`src/rtl/pcn_pkg.sv`:
```
// shared types and constants for the palette chroma neutralizer
package pcn_pkg;

   // stream format constants
   localparam logic [7:0] MAGIC_FIRST  = 8'h50;
   localparam logic [7:0] MAGIC_SECOND = 8'h47;
   localparam logic [7:0] PALETTE_KIND = 8'h14;

   // header byte positions
   localparam logic [3:0] HDR_MAGIC_FIRST  = 4'd0;
   localparam logic [3:0] HDR_MAGIC_SECOND = 4'd1;
   localparam logic [3:0] HDR_KIND         = 4'd10;
   localparam logic [3:0] HDR_SIZE_HIGH    = 4'd11;
   localparam logic [3:0] HDR_SIZE_LOW     = 4'd12;

   // palette entry layout
   localparam logic [3:0] ENTRY_LEN    = 4'd5;
   localparam logic [2:0] ENTRY_CR_POS = 3'd2;
   localparam logic [2:0] ENTRY_CB_POS = 3'd3;

   // register reset values
   localparam logic       GRAYSCALE_RESET = 1'b1;
   localparam logic [7:0] NEUTRAL_RESET   = 8'd128;

   // configuration register indexes
   typedef enum logic [0:0] {
      CSR_GRAYSCALE_ENABLE = 1'b0,
      CSR_NEUTRAL_CHROMA   = 1'b1
   } csr_index_type;

   // configuration seen by the parser
   typedef struct packed {
      logic       grayscale_enable;
      logic [7:0] neutral_chroma;
   } cfg_type;

   // one byte of the stream
   typedef struct packed {
      logic [7:0] in_byte;
      logic       last_byte;
   } item_type;

   // one result
   typedef struct packed {
      logic [7:0] out_byte;
      logic       magic_error;
   } result_type;

endpackage

```
`src/rtl/pgs_palette_chroma_neutralizer_unit.sv`:
```
// top level: input stage, parser, result stage and configuration registers
//
// Passes a subtitle graphics segment stream through one byte per transaction,
// replacing the Cr and Cb bytes of complete palette entries by the neutral
// chroma value while grayscale is enabled, and flagging a bad header magic
// (sticky until the byte marked last). Throughput is one byte per clock when
// the result port does not stall. A byte taken moves from the input register
// into the result register and leaves from there. The rate is set by the parser
// state update, which handles one byte per cycle whenever the input stage
// advances. The configuration port is always ready; write it only while no
// byte is in flight.
module pgs_palette_chroma_neutralizer_unit (
   input  logic       clock,
   input  logic       reset,
   input  logic       req_valid,
   output logic       req_ready,
   input  logic [7:0] req_in_byte,
   input  logic       req_last_byte,
   output logic       rsp_valid,
   input  logic       rsp_ready,
   output logic [7:0] rsp_out_byte,
   output logic       rsp_magic_error,
   input  logic       csr_valid,
   output logic       csr_ready,
   input  logic [0:0] csr_index,
   input  logic [7:0] csr_wdata
);
   import pcn_pkg::*;

   logic       in_valid_ff;
   item_type   in_item_ff;
   logic       rsp_valid_ff;
   result_type rsp_ff;
   cfg_type    cfg_ff;
   result_type parser_result;
   logic       advance;
   logic       req_take;

   // advance the input stage into the result stage
   assign advance   = in_valid_ff && (!rsp_valid_ff || rsp_ready);
   assign req_ready = !in_valid_ff || advance;
   assign req_take  = req_valid && req_ready;
   assign csr_ready = 1'b1;

   // input register
   always_ff @(posedge clock) begin
      if (reset) begin
         in_valid_ff <= 1'b0;
      end else if (req_ready) begin
         in_valid_ff <= req_valid;
      end
   end

   always_ff @(posedge clock) begin
      if (req_take) begin
         in_item_ff.in_byte   <= req_in_byte;
         in_item_ff.last_byte <= req_last_byte;
      end
   end

   // configuration registers
   always_ff @(posedge clock) begin
      if (reset) begin
         cfg_ff.grayscale_enable <= GRAYSCALE_RESET;
         cfg_ff.neutral_chroma   <= NEUTRAL_RESET;
      end else if (csr_valid && csr_ready) begin
         case (csr_index_type'(csr_index))
            CSR_GRAYSCALE_ENABLE: cfg_ff.grayscale_enable <= csr_wdata[0];
            CSR_NEUTRAL_CHROMA:   cfg_ff.neutral_chroma   <= csr_wdata;
            default:              cfg_ff                  <= cfg_ff;
         endcase
      end
   end

   pcn_parser u_parser (
      .clock  (clock),
      .reset  (reset),
      .step   (advance),
      .item   (in_item_ff),
      .cfg    (cfg_ff),
      .result (parser_result)
   );

   // result register
   always_ff @(posedge clock) begin
      if (reset) begin
         rsp_valid_ff <= 1'b0;
      end else if (advance) begin
         rsp_valid_ff <= 1'b1;
      end else if (rsp_ready) begin
         rsp_valid_ff <= 1'b0;
      end
   end

   always_ff @(posedge clock) begin
      if (advance) begin
         rsp_ff <= parser_result;
      end
   end

   assign rsp_valid       = rsp_valid_ff;
   assign rsp_out_byte    = rsp_ff.out_byte;
   assign rsp_magic_error = rsp_ff.magic_error;

`ifndef SYNTHESIS
   // a held byte is not dropped while the result stage is stalled
   a_hold_input: assert property (@(posedge clock) disable iff (reset)
      (in_valid_ff && rsp_valid_ff && !rsp_ready) |=> in_valid_ff)
      else $error("input stage lost a byte during a stall");

   // a byte seen with the error flag set is never rewritten
   a_error_passes: assert property (@(posedge clock) disable iff (reset)
      (advance && parser_result.magic_error) |-> parser_result.out_byte == in_item_ff.in_byte)
      else $error("byte rewritten while magic error is set");

   // with grayscale off every byte passes unchanged
   a_gray_off_passes: assert property (@(posedge clock) disable iff (reset)
      (advance && !cfg_ff.grayscale_enable) |-> parser_result.out_byte == in_item_ff.in_byte)
      else $error("byte rewritten with grayscale disabled");
`endif

endmodule

```
`src/rtl/pcn_parser.sv`:
```
// segment header and palette entry parser with chroma rewrite
module pcn_parser (
   input  logic               clock,
   input  logic               reset,
   input  logic               step,
   input  pcn_pkg::item_type   item,
   input  pcn_pkg::cfg_type    cfg,
   output pcn_pkg::result_type result
);
   import pcn_pkg::*;

   logic [3:0]  header_index_ff, header_index_in;
   logic        in_body_ff, in_body_in;
   logic [7:0]  segment_kind_ff, segment_kind_in;
   logic [15:0] body_remaining_ff, body_remaining_in;
   logic [2:0]  entry_offset_ff, entry_offset_in;
   logic        prefix_done_ff, prefix_done_in;
   logic        magic_mismatch_ff, magic_mismatch_in;

   logic [15:0] size_word;
   logic [15:0] remaining_dec;
   logic [15:0] need;
   logic [3:0]  offset_inc;
   logic [7:0]  out_byte;

   assign size_word     = {body_remaining_ff[15:8], item.in_byte};
   assign remaining_dec = body_remaining_ff - 16'd1;
   assign need          = {12'd0, ENTRY_LEN - {1'b0, entry_offset_ff}};
   assign offset_inc    = {1'b0, entry_offset_ff} + 4'd1;

   // next parser state and rewritten byte
   always_comb begin
      header_index_in   = header_index_ff;
      in_body_in        = in_body_ff;
      segment_kind_in   = segment_kind_ff;
      body_remaining_in = body_remaining_ff;
      entry_offset_in   = entry_offset_ff;
      prefix_done_in    = prefix_done_ff;
      magic_mismatch_in = magic_mismatch_ff;
      out_byte          = item.in_byte;

      if (!magic_mismatch_ff) begin
         if (in_body_ff) begin
            // body byte
            if (segment_kind_ff == PALETTE_KIND) begin
               if (!prefix_done_ff) begin
                  if (entry_offset_ff >= 3'd1) begin
                     prefix_done_in  = 1'b1;
                     entry_offset_in = 3'd0;
                  end else begin
                     entry_offset_in = 3'd1;
                  end
               end else begin
                  // rewrite cr/cb only when the whole entry fits in the body
                  if ((entry_offset_ff == ENTRY_CR_POS || entry_offset_ff == ENTRY_CB_POS) &&
                      body_remaining_ff >= need && cfg.grayscale_enable) begin
                     out_byte = cfg.neutral_chroma;
                  end
                  entry_offset_in = (offset_inc >= ENTRY_LEN) ? 3'd0 : offset_inc[2:0];
               end
            end
            body_remaining_in = remaining_dec;
            if (remaining_dec == 16'd0) begin
               in_body_in      = 1'b0;
               header_index_in = 4'd0;
               entry_offset_in = 3'd0;
               prefix_done_in  = 1'b0;
            end
         end else begin
            // header byte
            if (header_index_ff == HDR_MAGIC_FIRST && item.in_byte != MAGIC_FIRST) begin
               magic_mismatch_in = 1'b1;
            end
            if (header_index_ff == HDR_MAGIC_SECOND && item.in_byte != MAGIC_SECOND) begin
               magic_mismatch_in = 1'b1;
            end
            if (header_index_ff == HDR_KIND) begin
               segment_kind_in = item.in_byte;
            end
            if (header_index_ff == HDR_SIZE_HIGH) begin
               body_remaining_in = {item.in_byte, 8'd0};
            end
            if (header_index_ff == HDR_SIZE_LOW) begin
               body_remaining_in = size_word;
               header_index_in   = 4'd0;
               entry_offset_in   = 3'd0;
               prefix_done_in    = 1'b0;
               in_body_in        = (size_word != 16'd0);
            end else begin
               header_index_in = header_index_ff + 4'd1;
            end
         end
      end

      result.out_byte    = out_byte;
      result.magic_error = magic_mismatch_in;
   end

   // parser state, cleared after the final byte of a stream
   always_ff @(posedge clock) begin
      if (reset || (step && item.last_byte)) begin
         header_index_ff   <= 4'd0;
         in_body_ff        <= 1'b0;
         segment_kind_ff   <= 8'd0;
         body_remaining_ff <= 16'd0;
         entry_offset_ff   <= 3'd0;
         prefix_done_ff    <= 1'b0;
         magic_mismatch_ff <= 1'b0;
      end else if (step) begin
         header_index_ff   <= header_index_in;
         in_body_ff        <= in_body_in;
         segment_kind_ff   <= segment_kind_in;
         body_remaining_ff <= body_remaining_in;
         entry_offset_ff   <= entry_offset_in;
         prefix_done_ff    <= prefix_done_in;
         magic_mismatch_ff <= magic_mismatch_in;
      end
   end

endmodule

```
`config.mk`:
```
export PLATFORM = sky130hd
export DESIGN_NAME = pgs_palette_chroma_neutralizer_unit
export DESIGN_NICKNAME = d
export VERILOG_FILES = /design/src/rtl/pcn_pkg.sv /design/src/rtl/pgs_palette_chroma_neutralizer_unit.sv /design/src/rtl/pcn_parser.sv
export SDC_FILE = /design/constraint.sdc
export NUM_CORES = 1
export LEC_CHECK = 0
export ABC_AREA = 1
export BUFFER_PORTS_ARGS = -buffer_cell sky130_fd_sc_hd__buf_2
export CAP_MARGIN = 20
export CELL_PAD_IN_SITES_DETAIL_PLACEMENT = 1
export CELL_PAD_IN_SITES_GLOBAL_PLACEMENT = 1
export CORE_ASPECT_RATIO = 0.9
export CORE_MARGIN = 5
export CORE_UTILIZATION = 44
export DETAILED_ROUTE_END_ITERATION = 6
export GPL_TIMING_DRIVEN = 0
export PLACE_DENSITY = 0.75
export SYNTH_ARGS = -nofsm -noshare
export SYNTH_HDL_FRONTEND = slang
export SYNTH_SLANG_ARGS = --single-unit
```
`constraint.sdc`:
```
create_clock -name clock -period 2.4 [get_ports clock]
set_input_delay 0 -clock clock [delete_from_list [all_inputs] [get_ports clock]]
set_output_delay 0 -clock clock [all_outputs]
set_load 0.005 [all_outputs]
```
==> impl_results.md <==
- DIE AREA: between 0.009 and 0.01 mm²
- Layout area overhead: 20.9%
- Global route total overflow: 0
- TritonCTS Sinks: 63
- Most frequent cells in the layout: 69 x nand2_1, 50 x inv_1, 45 x nor2_1
- Die W: between 100 and 150 µm
- Starting Density: 0.457
- Max Clock Freq: 439 MHz
- Reg-to-Reg End: rsp_out_byte[7]
- Synthesized cell area: between 0.003 and 0.004 mm²
- Gr usage total: 0.227
- Area fraction in compound gates after synthesis: 0.144
- Pin count of the biggest net entering global routing: 12
- Final ANT Viol Nets: 0
- Setup TNS: 0 ps
- Status: finished clean
- Post-Layout Cell Count: 600
- TritonCTS clock tree: built
- CP endpoint: rsp_out_byte[7]
- Initial antenna violation count: 0
- Worst Skew: 10.6 ps
- Final period util: 0.949
- CP arrival: approximately 2400 ps
- Worst Setup Start Kind: flop
- Slew Viols, Final: 0
- Synth area leader: dfxtp_1
- Top cell type's share of synthesized area: 0.258
- PwrDens: 608 mW/mm²
- # rows: 30
- Layout cells sized above 1: 0.194
- I/O Pins: 35
- CP max FO: 8
- Nets@finish: 540
- Avg Cell Area, Syn: between 8 and 9 µm²
- Initial DRC count: approximately 130
- Mux cell area share after synthesis: 0.0258
- Total length of routed wires: ~11000 µm
- Slew margin rel.: 0.591
- Post-placement cell count: around 560
- Critical Path Source: u_parser.entry_offset_ff[1]
- Setup bufs post-CTS: 0
- DRC: 0
- Clock root cell: clkbuf_8
- Setup violators final: 0
- Setup CP Type: flop to flop
- Syn. warnings: 0
- Post-DP HPWL: ~7400 µm
- Vias: ~3200
- HP Class: input pin to flop
- Total of max-cap violations: 0
- Yosys reg bits: between 60 and 70
- Seq/Total Area, Yosys: 0.412
- Largest cells by area after synthesis: dfxtp_1 26%, edfxtp_1 15%, nand2_1 7.4%
- WL/cell: approximately 18 µm
- Syn_nets: about 470
- Final hold violations: 0
- Cells after Synth: between 400 and 500
- Vias per inst: 5.40
- Total CTS buffers: 9
- Slew @ Worst Pin: 610 ps
- Most common cell after layout, fill and taps aside: nand2_1
- Post-Synth Adder-Cell Area: 0.0644
- # diodes: 0
- Peak VDD IR: 422 µV
- Worst-Skew Late Latency: approximately 350 ps
- First-pass GRT wire length: approximately 18000 µm
- Setup WS post-layout: 122 ps
- P_leak: about 1.8 nW
- Final Critical Period: about 2300 ps
- Unrepaired setup endpoints after global routing: false
- CP required: 2510 ps
- Synth Area in Simple Gates: 0.273
- Port Buffers: 33
- Reg clk slew, reported paths: approximately 80 ps
- Reg2Reg Depth: 8
- Core Box Area: approximately 0.0077 mm²
- Longest Clk Path Bufs: 2
- Largest family of logic cells by synthesized area: simple AND/OR/NAND/NOR gates
- RR Startpoint: u_parser.entry_offset_ff[1]
- Place WS: -80.2 ps
- Placer Congestion: about 0.87
- DR pass1 iterations: 4
- Die Y: roughly 95 µm
- Vias in the first global route: 3467
- H-tree levels: 3
- R2r setup slk: 120 ps
- Post-Synth XOR/XNOR Area: 0.00752
- Worst Setup End Kind: flop
- Synth cell types: 38
[what timing repair did]
item                                    CTS  global route
pin swaps                                 0             2
endpoints found under the hold margin    20             0
resized for setup                         3             3
hold buffers                             22             0
endpoints found under the setup margin    8             8
[kinds of logic (layout without fill, tap and decap cells)]
kind of cell / Yosys count / count (layout)
simple gates: 190 / 190
xor+xnor: 3 / 3
compound gates: 87 / 87
other cells: 1 / 1
flops: 63 / 63
fa+ha+maj: 18 / 18
buf+inv: 63 / 134
mux: 8 / 8
[how the worst min path moves through the flow]
stage / start / to / slack [ps] / cells past startpoint
floorplan: reset / in_valid_ff / 70 / 1
global placement: req_in_byte[4] / in_item_ff[5] / 180 / 1
detailed placement: req_in_byte[2] / in_item_ff[3] / 180 / 1
CTS: csr_valid / cfg_ff[7] / 130 / 4
global route: req_valid / in_item_ff[7] / 220 / 3
finish: csr_index / cfg_ff[7] / 200 / 4
[worst max-delay path, stage by stage (launching register included)]
cell and delay, ps:
dfxtp_4 380, inv_1 90, ha_1 310, ha_1 280, o21a_1 110, o21ai_1 160, nand3_1 160, nand2_4 180
mux2_2 370
[synth_stat cells]
cell,instances
a211oi_1,4
a21oi_1,24
a21oi_2,1
a21oi_4,1
a221oi_1,6
a31oi_1,9
buf_2,3
buf_4,2
clkbuf_1,3
conb_1,1
dfxtp_1,45
edfxtp_1,18
ha_1,18
inv_1,50
inv_2,4
inv_4,1
mux2_2,8
nand2_1,69
nand2_2,6
nand2_4,4
nand3_1,28
nand3_2,4
nand3b_1,2
nand4_1,10
nor2_1,45
nor2_2,8
nor2_4,2
nor2_8,3
nor3_1,5
nor3_2,1
nor4_1,3
o21a_1,2
o21ai_0,32
o21ai_1,5
o22ai_1,2
o31ai_1,1
xnor2_1,1
xor2_1,2
[metrics by stage]
stage,total power [mW],instance area [µm²],hold WS [ps],utilization
floorplan,1.42,3500,69.1,-
global route,2.69,4230,224,0.552
finish,2.57,4230,203,0.552
CTS,2.58,4220,135,0.551
global placement,1.52,3780,176,0.494
detailed placement,1.53,3780,180,0.494
[per-layer routing]
| metal | GRT usage | part of all wire | vias to the layer above |
|---|---|---|---|
| met5 | 0 | 0 | - |
| met4 | 0.0647 | 0.015 | 0 |
| met3 | 0.0533 | 0.046 | 15 |
| met2 | 0.389 | 0.48 | 60 |
| met1 | 0.288 | 0.46 | 1566 |
| li1 | - | - | 1600 |
[registers in the layout, indices dropped and copies added, names as in the netlist]
| signal | cells |
|---|---|
| u_parser.magic_mismatch_ff | 1 |
| in_item_ff | 9 |
| rsp_valid | 1 |
| cfg_ff | 9 |
| u_parser.prefix_done_ff | 1 |
| u_parser.header_index_ff | 4 |
| rsp_out_byte | 8 |
| u_parser.entry_offset_ff | 3 |
| rsp_magic_error | 1 |
| u_parser.in_body_ff | 1 |
| u_parser.segment_kind_ff | 8 |
| u_parser.body_remaining_ff | 16 |
| in_valid_ff | 1 |
[final cells by class]
type | count | area (µm²)
Fill cell | 946 | 3430
Multi-Input combinational cell | 307 | 1810
Sequential cell | 63 | 1450
Timing Repair Buffer | 55 | 385
Inverter | 55 | 209
Clock buffer | 10 | 128
Tap cell | 96 | 120
Clock inverter | 6 | 85.1
Buffer | 8 | 41.3
[where the power goes]
part | internal [mW] | leakage (nW) | switching, mW
clock network | 0.582 | 0.104 | 0.447
registers | 1.13 | 0.539 | 0.0425
logic | 0.139 | 1.18 | 0.227
Note: power is estimated with default switching activity, not from simulation.
